$ cat src/rtl/core/hscf_pkg.sv
// hscf_pkg: shared types, constants and keyword matcher for the http start capture filter
// no dependencies; used by hscf_front, hscf_queue, hscf_back and the core top level
package hscf_pkg;

  // frame layout
  localparam int unsigned POS_W          = 17;
  localparam int unsigned ETH_TYPE_HI    = 12;
  localparam int unsigned ETH_TYPE_LO    = 13;
  localparam int unsigned IP_START       = 14;
  localparam logic [15:0] ETHERTYPE_IPV4 = 16'h0800;
  localparam int unsigned IP_LEN_HI_OFF  = 2;
  localparam int unsigned IP_LEN_LO_OFF  = 3;
  localparam int unsigned IP_PROTO_OFF   = 9;
  localparam logic [7:0]  IP_PROTO_TCP   = 8'd6;
  localparam int unsigned MIN_REGION     = 11;
  localparam int unsigned MIN_END_OFF    = 10;

  // lookahead window and capture limit
  localparam int unsigned WIN_DEPTH     = 9;
  localparam int unsigned FILL_W        = $clog2(WIN_DEPTH + 1);
  localparam int unsigned OFF_W         = 16;
  localparam int unsigned CAPTURE_LIMIT = 65536;
  localparam int unsigned CNT_W         = $clog2(CAPTURE_LIMIT + 1);

  // queue between front and back
  localparam int unsigned Q_DEPTH = 4;
  localparam int unsigned Q_PTR_W = $clog2(Q_DEPTH);

  // keywords, first character in the top bits
  localparam int unsigned GET_LEN  = 3;
  localparam int unsigned POST_LEN = 4;
  localparam int unsigned HTTP_LEN = 8;
  localparam logic [8*GET_LEN-1:0]  KW_GET  = "GET";
  localparam logic [8*POST_LEN-1:0] KW_POST = "POST";
  localparam logic [8*HTTP_LEN-1:0] KW_HTTP = "HTTP/1.1";

  typedef enum logic [1:0] {
    ENT_PUSH,
    ENT_PUSH_END,
    ENT_ABORT
  } ent_kind_t;

  typedef struct packed {
    ent_kind_t  kind;
    logic [7:0] data;
  } q_entry_t;

  typedef struct packed {
    logic     valid;
    q_entry_t entry;
  } q_port_t;

  typedef logic [WIN_DEPTH-1:0][7:0] win_t;

  typedef struct packed {
    logic [7:0]       data;
    logic [OFF_W-1:0] offset;
    logic             last;
  } cap_t;

  // keyword starting at the oldest window byte, with one more byte behind it
  function automatic logic kw_match(win_t w, logic [FILL_W-1:0] fill);
    logic get_hit;
    logic post_hit;
    logic http_hit;
    get_hit  = (fill >= FILL_W'(GET_LEN + 1)) && ({w[0], w[1], w[2]} == KW_GET);
    post_hit = (fill >= FILL_W'(POST_LEN + 1)) && ({w[0], w[1], w[2], w[3]} == KW_POST);
    http_hit = (fill >= FILL_W'(HTTP_LEN + 1)) &&
               ({w[0], w[1], w[2], w[3], w[4], w[5], w[6], w[7]} == KW_HTTP);
    return get_hit || post_hit || http_hit;
  endfunction

endpackage

$ cat src/rtl/core/hscf_front.sv
// hscf_front: frame parser; checks ethertype, ip length and protocol, marks ip region bytes
// depends on hscf_pkg; feeds hscf_queue
module hscf_front (
  input  logic              clk,
  input  logic              rst_n,
  input  logic              in_tvalid,
  output logic              in_tready,
  input  logic [7:0]        in_tdata,
  input  logic              in_tlast,
  input  logic              q_ready,
  output hscf_pkg::q_port_t push
);

  localparam int unsigned PW = hscf_pkg::POS_W;

  logic [PW-1:0] pos_r, pos_nxt;
  logic [7:0]    eth_high_r, eth_high_nxt;
  logic          accepted_r, accepted_nxt;
  logic [15:0]   tot_r, tot_nxt;

  logic          accept;
  logic [7:0]    b;
  logic          eth_ok;
  logic          acc1;
  logic          in_reg;
  logic [15:0]   tot_cur;
  logic          bad;
  logic          region_end;
  logic          short_region;

  assign in_tready = q_ready;
  assign accept    = in_tvalid && q_ready;
  assign b         = in_tdata;

  always_comb begin
    eth_ok = (eth_high_r == hscf_pkg::ETHERTYPE_IPV4[15:8]) &&
             (b == hscf_pkg::ETHERTYPE_IPV4[7:0]);
    acc1   = accepted_r && !((pos_r == PW'(hscf_pkg::ETH_TYPE_LO)) && !eth_ok);
    in_reg = acc1 && (pos_r >= PW'(hscf_pkg::IP_START));
    tot_cur = (pos_r == PW'(hscf_pkg::IP_START + hscf_pkg::IP_LEN_LO_OFF)) ?
              {tot_r[15:8], b} : tot_r;
    bad = in_reg &&
          (((pos_r == PW'(hscf_pkg::IP_START + hscf_pkg::IP_LEN_LO_OFF)) &&
            (tot_cur < 16'(hscf_pkg::MIN_REGION))) ||
           ((pos_r == PW'(hscf_pkg::IP_START + hscf_pkg::IP_PROTO_OFF)) &&
            (b != hscf_pkg::IP_PROTO_TCP)));
    // region ends at end of frame or at the last byte covered by the ip total length
    region_end = in_tlast ||
                 ((pos_r >= PW'(hscf_pkg::IP_START + hscf_pkg::IP_LEN_LO_OFF)) &&
                  (pos_r >= ({1'b0, tot_cur} + PW'(hscf_pkg::IP_START - 1))));
    short_region = region_end && (pos_r < PW'(hscf_pkg::IP_START + hscf_pkg::MIN_END_OFF));

    push.valid      = accept && in_reg;
    push.entry.data = b;
    if (bad || short_region) begin
      push.entry.kind = hscf_pkg::ENT_ABORT;
    end else if (region_end) begin
      push.entry.kind = hscf_pkg::ENT_PUSH_END;
    end else begin
      push.entry.kind = hscf_pkg::ENT_PUSH;
    end

    pos_nxt      = pos_r;
    eth_high_nxt = eth_high_r;
    accepted_nxt = accepted_r;
    tot_nxt      = tot_r;
    if (accept) begin
      if (pos_r != {PW{1'b1}}) begin
        pos_nxt = pos_r + PW'(1);
      end
      if (pos_r == PW'(hscf_pkg::ETH_TYPE_HI)) begin
        eth_high_nxt = b;
      end
      if (in_reg && (pos_r == PW'(hscf_pkg::IP_START + hscf_pkg::IP_LEN_HI_OFF))) begin
        tot_nxt = {b, 8'h00};
      end
      if (in_reg && (pos_r == PW'(hscf_pkg::IP_START + hscf_pkg::IP_LEN_LO_OFF))) begin
        tot_nxt = tot_cur;
      end
      accepted_nxt = acc1 && !(in_reg && (bad || region_end));
      if (in_tlast) begin
        pos_nxt      = '0;
        eth_high_nxt = '0;
        accepted_nxt = 1'b1;
        tot_nxt      = '0;
      end
    end
  end

  always_ff @(posedge clk) begin
    if (!rst_n) begin
      pos_r      <= '0;
      eth_high_r <= '0;
      accepted_r <= 1'b1;
      tot_r      <= '0;
    end else begin
      pos_r      <= pos_nxt;
      eth_high_r <= eth_high_nxt;
      accepted_r <= accepted_nxt;
      tot_r      <= tot_nxt;
    end
  end

endmodule

$ cat src/rtl/core/hscf_queue.sv
// hscf_queue: short fifo of region byte entries between front and back
// depends on hscf_pkg
module hscf_queue (
  input  logic              clk,
  input  logic              rst_n,
  input  hscf_pkg::q_port_t push,
  output logic              q_ready,
  output hscf_pkg::q_port_t head,
  input  logic              pop
);

  localparam int unsigned PW = hscf_pkg::Q_PTR_W;

  hscf_pkg::q_entry_t entries_r [hscf_pkg::Q_DEPTH];
  logic [PW-1:0] wr_ptr_r, wr_ptr_nxt;
  logic [PW-1:0] rd_ptr_r, rd_ptr_nxt;
  logic [PW:0]   cnt_r, cnt_nxt;
  logic          do_push;
  logic          do_pop;

  assign q_ready    = (cnt_r != (PW + 1)'(hscf_pkg::Q_DEPTH));
  assign head.valid = (cnt_r != '0);
  assign head.entry = entries_r[rd_ptr_r];
  assign do_push    = push.valid && q_ready;
  assign do_pop     = pop && head.valid;

  always_comb begin
    wr_ptr_nxt = do_push ? wr_ptr_r + PW'(1) : wr_ptr_r;
    rd_ptr_nxt = do_pop ? rd_ptr_r + PW'(1) : rd_ptr_r;
    cnt_nxt    = cnt_r;
    if (do_push && !do_pop) begin
      cnt_nxt = cnt_r + (PW + 1)'(1);
    end else if (!do_push && do_pop) begin
      cnt_nxt = cnt_r - (PW + 1)'(1);
    end
  end

  always_ff @(posedge clk) begin
    if (do_push) begin
      entries_r[wr_ptr_r] <= push.entry;
    end
  end

  always_ff @(posedge clk) begin
    if (!rst_n) begin
      wr_ptr_r <= '0;
      rd_ptr_r <= '0;
      cnt_r    <= '0;
    end else begin
      wr_ptr_r <= wr_ptr_nxt;
      rd_ptr_r <= rd_ptr_nxt;
      cnt_r    <= cnt_nxt;
    end
  end

endmodule

$ cat src/rtl/core/hscf_back.sv
// hscf_back: lookahead window, keyword decision, region-end flush and output register
// depends on hscf_pkg; drains hscf_queue
module hscf_back (
  input  logic              clk,
  input  logic              rst_n,
  input  hscf_pkg::q_port_t head,
  output logic              pop,
  output logic              out_tvalid,
  input  logic              out_tready,
  output hscf_pkg::cap_t    out_cap
);

  localparam int unsigned FW = hscf_pkg::FILL_W;
  localparam int unsigned CW = hscf_pkg::CNT_W;
  localparam int unsigned OW = hscf_pkg::OFF_W;
  localparam int unsigned WD = hscf_pkg::WIN_DEPTH;

  hscf_pkg::win_t win_r, win_nxt;
  logic [FW-1:0]  fill_r, fill_nxt;
  logic           armed_r, armed_nxt;
  logic           flushing_r, flushing_nxt;
  logic           found_r, found_nxt;
  logic [CW-1:0]  cnt_r, cnt_nxt;
  logic [OW-1:0]  off_r, off_nxt;
  logic           out_valid_r, out_valid_nxt;
  hscf_pkg::cap_t cap_r, cap_nxt;

  logic           can_out;
  hscf_pkg::win_t wp;
  hscf_pkg::win_t dec_win;
  logic [FW-1:0]  dec_fill;
  logic           dec;
  logic           found;
  logic           emit;
  logic [CW-1:0]  cnt_inc;
  logic           clear;

  assign out_tvalid = out_valid_r;
  assign out_cap    = cap_r;
  assign can_out    = !out_valid_r || out_tready;
  assign cnt_inc    = cnt_r + CW'(1);

  always_comb begin
    // window with the head byte placed behind the current fill
    wp = win_r;
    for (int i = 0; i < WD; i++) begin
      if (fill_r == FW'(i)) begin
        wp[i] = head.entry.data;
      end
    end

    win_nxt       = win_r;
    fill_nxt      = fill_r;
    armed_nxt     = armed_r;
    flushing_nxt  = flushing_r;
    found_nxt     = found_r;
    cnt_nxt       = cnt_r;
    off_nxt       = off_r;
    out_valid_nxt = out_valid_r;
    cap_nxt       = cap_r;
    pop           = 1'b0;
    dec           = 1'b0;
    dec_win       = win_r;
    dec_fill      = fill_r;
    clear         = 1'b0;
    found         = found_r;
    emit          = 1'b0;

    if (can_out) begin
      if (flushing_r) begin
        dec = 1'b1;
      end else if (head.valid) begin
        case (head.entry.kind)
          hscf_pkg::ENT_ABORT: begin
            pop   = 1'b1;
            clear = 1'b1;
          end
          hscf_pkg::ENT_PUSH, hscf_pkg::ENT_PUSH_END: begin
            if (fill_r == FW'(WD)) begin
              // protocol byte with the window full: decide the oldest before pushing
              dec       = 1'b1;
              armed_nxt = 1'b1;
            end else begin
              pop = 1'b1;
              if (head.entry.kind == hscf_pkg::ENT_PUSH_END) begin
                win_nxt      = wp;
                fill_nxt     = fill_r + FW'(1);
                flushing_nxt = 1'b1;
              end else if (armed_r && (fill_r == FW'(WD - 1))) begin
                dec      = 1'b1;
                dec_win  = wp;
                dec_fill = FW'(WD);
              end else begin
                win_nxt  = wp;
                fill_nxt = fill_r + FW'(1);
              end
            end
          end
          default: begin
            pop = 1'b1;
          end
        endcase
      end

      if (dec) begin
        found = found_r || hscf_pkg::kw_match(dec_win, dec_fill);
        emit  = found && (cnt_r < CW'(hscf_pkg::CAPTURE_LIMIT));
        for (int i = 0; i < WD - 1; i++) begin
          win_nxt[i] = dec_win[i + 1];
        end
        win_nxt[WD - 1] = '0;
        fill_nxt  = dec_fill - FW'(1);
        off_nxt   = off_r + OW'(1);
        found_nxt = found;
        if (emit) begin
          cnt_nxt = cnt_inc;
        end
        if (flushing_r && (dec_fill == FW'(1))) begin
          clear = 1'b1;
        end
      end

      if (clear) begin
        fill_nxt     = '0;
        armed_nxt    = 1'b0;
        flushing_nxt = 1'b0;
        found_nxt    = 1'b0;
        cnt_nxt      = '0;
        off_nxt      = '0;
      end

      out_valid_nxt = emit;
      if (emit) begin
        cap_nxt.data   = dec_win[0];
        cap_nxt.offset = off_r;
        // final emitted byte of the flush: no more entries, or the limit stops the rest
        cap_nxt.last   = flushing_r &&
                         ((dec_fill == FW'(1)) || (cnt_inc >= CW'(hscf_pkg::CAPTURE_LIMIT)));
      end
    end
  end

  always_ff @(posedge clk) begin
    win_r <= win_nxt;
    cap_r <= cap_nxt;
  end

  always_ff @(posedge clk) begin
    if (!rst_n) begin
      fill_r      <= '0;
      armed_r     <= 1'b0;
      flushing_r  <= 1'b0;
      found_r     <= 1'b0;
      cnt_r       <= '0;
      off_r       <= '0;
      out_valid_r <= 1'b0;
    end else begin
      fill_r      <= fill_nxt;
      armed_r     <= armed_nxt;
      flushing_r  <= flushing_nxt;
      found_r     <= found_nxt;
      cnt_r       <= cnt_nxt;
      off_r       <= off_nxt;
      out_valid_r <= out_valid_nxt;
    end
  end

endmodule

$ cat src/rtl/core/http_start_capture_filter_core.sv
// http_start_capture_filter_core: top level of the http start capture filter
// depends on hscf_pkg, hscf_front, hscf_queue and hscf_back
//
//   channel | dir | ports                              | contents
//   --------+-----+------------------------------------+---------------------------------
//   in      | in  | in_tvalid/tready/tdata[7:0]/tlast  | frame byte, tlast = end of frame
//   out     | out | out_tvalid/tready/tdata[23:0]/tlast| captured byte, ip offset, tlast =
//           |     |                                    | final captured byte of the frame
//
// one frame byte per cycle is taken while the 4-entry queue has room; the front parses
// in the same cycle it accepts. the back retires one queue entry or one window decision
// per cycle and one result per cycle unless out_tready holds it: a frame adds a decision at
// the protocol byte and a window flush at the region end, hidden behind the next header.
// reset (rst_n low, synchronous) empties queue, window and output register.
// out_tready low holds the output register and stalls the back; the front keeps taking
// bytes until the queue fills, then drops in_tready.
module http_start_capture_filter_core (
  input  logic        clk,
  input  logic        rst_n,
  input  logic        in_tvalid,
  output logic        in_tready,
  input  logic [7:0]  in_tdata,   // [7:0] frame_byte
  input  logic        in_tlast,
  output logic        out_tvalid,
  input  logic        out_tready,
  output logic [23:0] out_tdata,  // [7:0] captured_byte, [23:8] ip_offset
  output logic        out_tlast
);

  hscf_pkg::q_port_t push;
  hscf_pkg::q_port_t head;
  hscf_pkg::cap_t    cap;
  logic              q_ready;
  logic              pop;

  // front: header checks and region marking
  hscf_front u_front (
    .clk       (clk),
    .rst_n     (rst_n),
    .in_tvalid (in_tvalid),
    .in_tready (in_tready),
    .in_tdata  (in_tdata),
    .in_tlast  (in_tlast),
    .q_ready   (q_ready),
    .push      (push)
  );

  // queue of region bytes and abort marks
  hscf_queue u_queue (
    .clk     (clk),
    .rst_n   (rst_n),
    .push    (push),
    .q_ready (q_ready),
    .head    (head),
    .pop     (pop)
  );

  // back: keyword window, capture decisions and output register
  hscf_back u_back (
    .clk        (clk),
    .rst_n      (rst_n),
    .head       (head),
    .pop        (pop),
    .out_tvalid (out_tvalid),
    .out_tready (out_tready),
    .out_cap    (cap)
  );

  assign out_tdata = {cap.offset, cap.data};
  assign out_tlast = cap.last;

endmodule

$ cat config.mk
export PLATFORM = sky130hd
export DESIGN_NAME = http_start_capture_filter_core
export DESIGN_NICKNAME = d
export VERILOG_FILES = /design/src/rtl/core/hscf_pkg.sv /design/src/rtl/core/hscf_front.sv /design/src/rtl/core/hscf_queue.sv /design/src/rtl/core/hscf_back.sv /design/src/rtl/core/http_start_capture_filter_core.sv
export SDC_FILE = /design/constraint.sdc
export NUM_CORES = 1
export LEC_CHECK = 0
export BUFFER_PORTS_ARGS = -buffer_cell sky130_fd_sc_hd__clkbuf_2
export CAP_MARGIN = 20
export CORE_UTILIZATION = 63
export CTS_CLUSTER_DIAMETER = 60
export CTS_CLUSTER_SIZE = 16
export DETAILED_ROUTE_END_ITERATION = 6
export GPL_ROUTABILITY_DRIVEN = 0
export PLACE_DENSITY = 0.9
export SLEW_MARGIN = 15
export SYNTH_ARGS = -nofsm -noshare
export SYNTH_HDL_FRONTEND = slang
export SYNTH_HIERARCHICAL = 1
export SYNTH_SLANG_ARGS = --single-unit
$ cat constraint.sdc
create_clock -name clk -period 7 [get_ports clk]
set_input_delay 0.7 -clock clk [delete_from_list [all_inputs] [get_ports clk]]
set_output_delay 0.7 -clock clk [all_outputs]
set_load 0.02 [all_outputs]
==> metrics.txt <==
# TYPE chip_impl_metric gauge
chip_impl_info{name="critical_path.startpoint",value="u_front/pos_r[11]"} 1
chip_impl_info{name="outcome",value="finished, violations left"} 1
chip_impl_metric{name="number_of_distinct_library_cells_after_synthesis",unit=""} 85
chip_impl_metric{name="synth_xor_area_frac",unit=""} 0.0349
chip_impl_metric{name="routed_via_density",unit=""} 6.44
chip_impl_metric{name="first_pass_grt_wire_length",unit="mm"} 41.5
chip_impl_metric{name="cts_inserted_buffers",unit=""} 18
chip_impl_metric{name="iteration_0_drc_markers",unit=""} 869
chip_impl_metric{name="vias",unit=""} 8651
chip_impl_metric{name="max_cap_violations",unit=""} 0
chip_impl_info{name="critical_path_class",value="flop to flop"} 1
chip_impl_metric{name="ys_async_sr_fraction",unit=""} 0
chip_impl_metric{name="seq_area",unit="um^2"} 5960
chip_impl_metric{name="antenna_violation_net_count_after_detailed_routing",unit=""} 0
chip_impl_metric{name="slew_violations",unit=""} 0
chip_impl_metric{name="cts_max_path_buffers",unit=""} 3
chip_impl_info{name="ys_dominant_reg_cell",value="sky130_fd_sc_hd__edfxtp_1"} 1
chip_impl_metric{name="ys_warn_count",unit=""} 6
chip_impl_info{name="yosys-top-cells-area",value="sky130_fd_sc_hd__edfxtp_1, sky130_fd_sc_hd__dfxtp_1, sky130_fd_sc_hd__mux2i_1, sky130_fd_sc_hd__nand2_1, sky130_fd_sc_hd__ha_1"} 1
chip_impl_metric{name="yosys_register_bits",unit=""} 229
chip_impl_metric{name="cellPowerDensity",unit="nW/um^2"} 193
chip_impl_info{name="cp-end-kind",value="flop"} 1
chip_impl_metric{name="h-tree-depth",unit=""} 1
chip_impl_metric{name="share_clk_of_total_power",unit=""} 0.396
chip_impl_info{name="start_kind",value="flop"} 1
chip_impl_metric{name="cts_hold_buffers",unit=""} 0
chip_impl_info{name="layout_common_cells",value="sky130_fd_sc_hd__edfxtp_1, sky130_fd_sc_hd__nand2_1, sky130_fd_sc_hd__dfxtp_1"} 1
chip_impl_metric{name="placement.io_buffers",unit=""} 39
chip_impl_metric{name="row_count",unit=""} 49
chip_impl_info{name="hp-class",value="flop to flop"} 1
chip_impl_metric{name="totalWireLength",unit="mm"} 25.5
chip_impl_metric{name="fmax",unit="GHz"} 0.204
chip_impl_metric{name="grt.overflow.total",unit=""} 0
chip_impl_metric{name="worstSkewPairLatency",unit="ps"} 500
chip_impl_metric{name="setup_viol",unit=""} 0
chip_impl_metric{name="worst_slew_margin_rel",unit=""} 0.272
chip_impl_metric{name="muxShareOfSynthArea",unit=""} 0.0860
chip_impl_metric{name="die-width",unit="um"} 139
chip_impl_metric{name="power.share.sequential",unit=""} 0.585
chip_impl_metric{name="dpl-instance-area",unit="um^2"} 12000
chip_impl_metric{name="finalNetCount",unit=""} 1153
chip_impl_metric{name="finalHoldViolations",unit=""} 0
chip_impl_metric{name="grt_start_max_net_pins",unit=""} 123
chip_impl_metric{name="switching_portion_of_total_power",unit=""} 0.201
chip_impl_metric{name="clkSlewWorstSetupHoldPaths",unit="ps"} 70
chip_impl_metric{name="worst-r2r-setup-slack",unit="ps"} 2100
chip_impl_metric{name="floorplan.initialDensity",unit=""} 0.650
chip_impl_info{name="dominant_combinational_cell_family_by_area_after_synthesis",value="simple AND/OR/NAND/NOR gates"} 1
chip_impl_metric{name="synth.net_count",unit=""} 1157
chip_impl_metric{name="io-pin-count",unit=""} 40
chip_impl_metric{name="ir_drop",unit="uV"} 168
chip_impl_metric{name="timing.reg2reg.worst_path_depth",unit=""} 17
chip_impl_info{name="cts_root_buffer",value="sky130_fd_sc_hd__clkbuf_16"} 1
chip_impl_metric{name="critPathArrivalTime",unit="ps"} 5090
chip_impl_metric{name="postLayoutSetupSlackWorst",unit="ps"} 2100
chip_impl_metric{name="post_synth.cell_area_avg",unit="um^2"} 10.7
chip_impl_metric{name="post-route-drc-count",unit=""} 9
chip_impl_metric{name="synth_edf_count",unit=""} 137
chip_impl_metric{name="synth_simple_gate_area_frac",unit=""} 0.190
chip_impl_metric{name="areaGrowthSynthToFinish",unit="%"} 6.46
chip_impl_metric{name="synthesized_area_fraction_occupied_by_ao_oa_aoi_and_oai_cells",unit=""} 0.110
chip_impl_metric{name="final_design_area_no_fill",unit="um^2"} 12600
chip_impl_metric{name="number_of_antenna_violations_at_the_first_check_in_global_routing",unit=""} 0
chip_impl_metric{name="timing.setup.tns",unit="ps"} 0
chip_impl_info{name="most_frequent_standard_cell_in_the_layout_excluding_fill_and_tap_cells",value="sky130_fd_sc_hd__edfxtp_1"} 1
chip_impl_metric{name="post-synth-top-area-fraction",unit=""} 0.349
chip_impl_metric{name="wl_per_cell",unit="um"} 18.9
chip_impl_info{name="violations",value="design-rule violations"} 1
chip_impl_metric{name="power.leakage",unit="nW"} 4.19
chip_impl_metric{name="layout.filler_cells",unit=""} 1339
chip_impl_metric{name="drt-pass1-iter-count",unit=""} 7
chip_impl_metric{name="fin_crit",unit="ps"} 4900
chip_impl_metric{name="layout-drive-gt1-share",unit=""} 0.0951
chip_impl_metric{name="pwr-share-comb",unit=""} 0.018
chip_impl_metric{name="proportion_of_synthesized_chip_area_in_sequential_cells",unit=""} 0.505
chip_impl_metric{name="power_report.internal_total",unit="W"} 0.00193
chip_impl_metric{name="number_of_antenna_cells_inserted",unit=""} 0
chip_impl_metric{name="post_cts.resized_instances",unit=""} 0
chip_impl_info{name="synthDominantAreaCellType",value="sky130_fd_sc_hd__edfxtp_1"} 1
chip_impl_metric{name="skew",unit="ps"} 27.4
chip_impl_metric{name="place.detailed.hpwl",unit="mm"} 17.3
chip_impl_metric{name="actual_transition_at_the_worst_max_transition_pin",unit="ps"} 1090
chip_impl_metric{name="synth.cell_area",unit="um^2"} 11800
chip_impl_metric{name="min_period_over_period",unit=""} 0.700
chip_impl_metric{name="dpl_worst_slack",unit="ps"} 2170
chip_impl_metric{name="dieHeight",unit="um"} 139
chip_impl_metric{name="cp_max_fo",unit=""} 10
chip_impl_info{name="reg2reg_from",value="u_front/pos_r[11]"} 1
chip_impl_info{name="tritoncts",value="done"} 1
chip_impl_metric{name="cp.required",unit="ps"} 7190
chip_impl_metric{name="cts_sink_count",unit=""} 229
chip_impl_info{name="endpoint",value="u_queue/entries_r[0][9]"} 1
chip_impl_metric{name="grt_use_total",unit=""} 0.265
chip_impl_metric{name="post_cts.repair.setup_buffers",unit=""} 0
chip_impl_metric{name="vias_in_the_first_global_route",unit=""} 8320
chip_impl_metric{name="synthCells",unit=""} 1107
chip_impl_info{name="rr_endpoint",value="u_queue/entries_r[0][9]"} 1
chip_impl_metric{name="multiInputGateArea",unit="um^2"} 5450
chip_impl_info{name="rsz0062_at_grt",value="false"} 1
chip_impl_metric{name="switching_power",unit="W"} 0.000487
chip_impl_metric{name="post_synth_fa_ha_maj_area_fraction",unit=""} 0.0399
chip_impl_metric{name="die_area",unit="um^2"} 19300
chip_impl_metric{name="fp.coreArea",unit="um^2"} 18100
chip_impl_metric{name="holdWs",unit="ps"} 458
==> cell usage after synthesis, drive strengths merged, types with 8 or more instances <==
library cell  number
xnor2             28
ha                36
nand2b             8
o21ai             85
nor2              86
edfxtp           137
a21oi             32
a22o              17
clkbuf            38
nand3             24
inv               31
and4              10
a31oi              8
xor2              19
or3               16
mux2i             76
nor3              17
buf               27
and3              10
dfxtp             92
nand2            125
nand4             29
mux4              10
and2              15
o22ai              9
nor4              16
nor2b              8
==> state kept, by name, summed over array words and instances, names as in the netlist, 4 cells and up, named ones only <==
name / flops
u_back/off_r: 16
u_back/out_cap: 25
u_back/cnt_r: 17
u_front/pos_r: 17
u_back/win_r: 72
u_front/tot_r: 16
u_back/fill_r: 4
u_queue/entries_r: 40
u_front/eth_high_r: 8
==> critical path, stage by stage (launching register included) <==
cell                        delay [ps]
sky130_fd_sc_hd__dfxtp_1           390
sky130_fd_sc_hd__nor4_4            420
sky130_fd_sc_hd__nand3_2           270
sky130_fd_sc_hd__or3_1             510
sky130_fd_sc_hd__o21ai_0           240
sky130_fd_sc_hd__ha_1              260
sky130_fd_sc_hd__nor3_1            100
sky130_fd_sc_hd__mux2i_4           210
sky130_fd_sc_hd__nand3b_2          160
sky130_fd_sc_hd__nor4_2            300
sky130_fd_sc_hd__xnor2_1           170
sky130_fd_sc_hd__ha_1              270
sky130_fd_sc_hd__and3_1            190
sky130_fd_sc_hd__and3_1            190
sky130_fd_sc_hd__a2111oi_0         370
sky130_fd_sc_hd__o211a_1           280
sky130_fd_sc_hd__nand2b_1          130
sky130_fd_sc_hd__a221oi_1          120
==> power by group through the flow <==
stage / clock, W / sequential (W) / combinational, W
final: 0.000958 / 0.00142 / 0.0000445
after global routing: 0.00102 / 0.00141 / 0.0000479
after CTS: 0.000971 / 0.00142 / 0.0000437
after detailed placement: 0 / 0.00145 / 0.0000430
after global placement: 0 / 0.00145 / 0.0000416
after floorplan: 0 / 0.00145 / 0.0000289
==> metrics by stage <==
| step | std cells | utilization | total power, W |
|---|---|---|---|
| final | 1344 | 0.692 | 0.00242 |
| after global routing | 1344 | 0.692 | 0.00248 |
| after CTS | 1344 | 0.692 | 0.00243 |
| after detailed placement | 1312 | 0.663 | 0.00149 |
| after global placement | 1312 | 0.663 | 0.00149 |
| after floorplan | 1107 | - | 0.00147 |
==> how the worst min path moves through the flow <==
stage / from / end / depth (start not counted)
floorplan: u_back/off_r[15] / u_back/out_cap[16] / 0
global placement: u_back/off_r[15] / u_back/out_cap[16] / 0
detailed placement: u_back/off_r[15] / u_back/out_cap[16] / 0
CTS: u_back/off_r[15] / u_back/out_cap[16] / 0
global route: u_back/off_r[15] / u_back/out_cap[16] / 0
finish: u_back/off_r[15] / u_back/out_cap[16] / 0
==> cell families (layout without fill, tap and decap cells) <==
kind of cell / count (synthesis) / after routing
flops: 229 / 229
buf+inv: 96 / 104
fa+ha+maj: 37 / 37
xor+xnor: 47 / 47
mux: 87 / 87
simple gates: 411 / 411
compound gates: 200 / 200
==> metal layers <==
metal,part of all wire,global-route usage
met1,0.41,0.331
met2,0.50,0.470
met3,0.054,0.0311
met4,0.033,0.105
met5,0,0
==> layout make-up <==
cell class,instances,area share
inverter,31,0.00927
timing repair buffer,41,0.0167
multi-input combinational,782,0.434
clock inverter,3,0.00130
tap,229,0.0228
clock buffer,29,0.0410
sequential,229,0.474
Note: power is estimated with default switching activity, not from simulation.
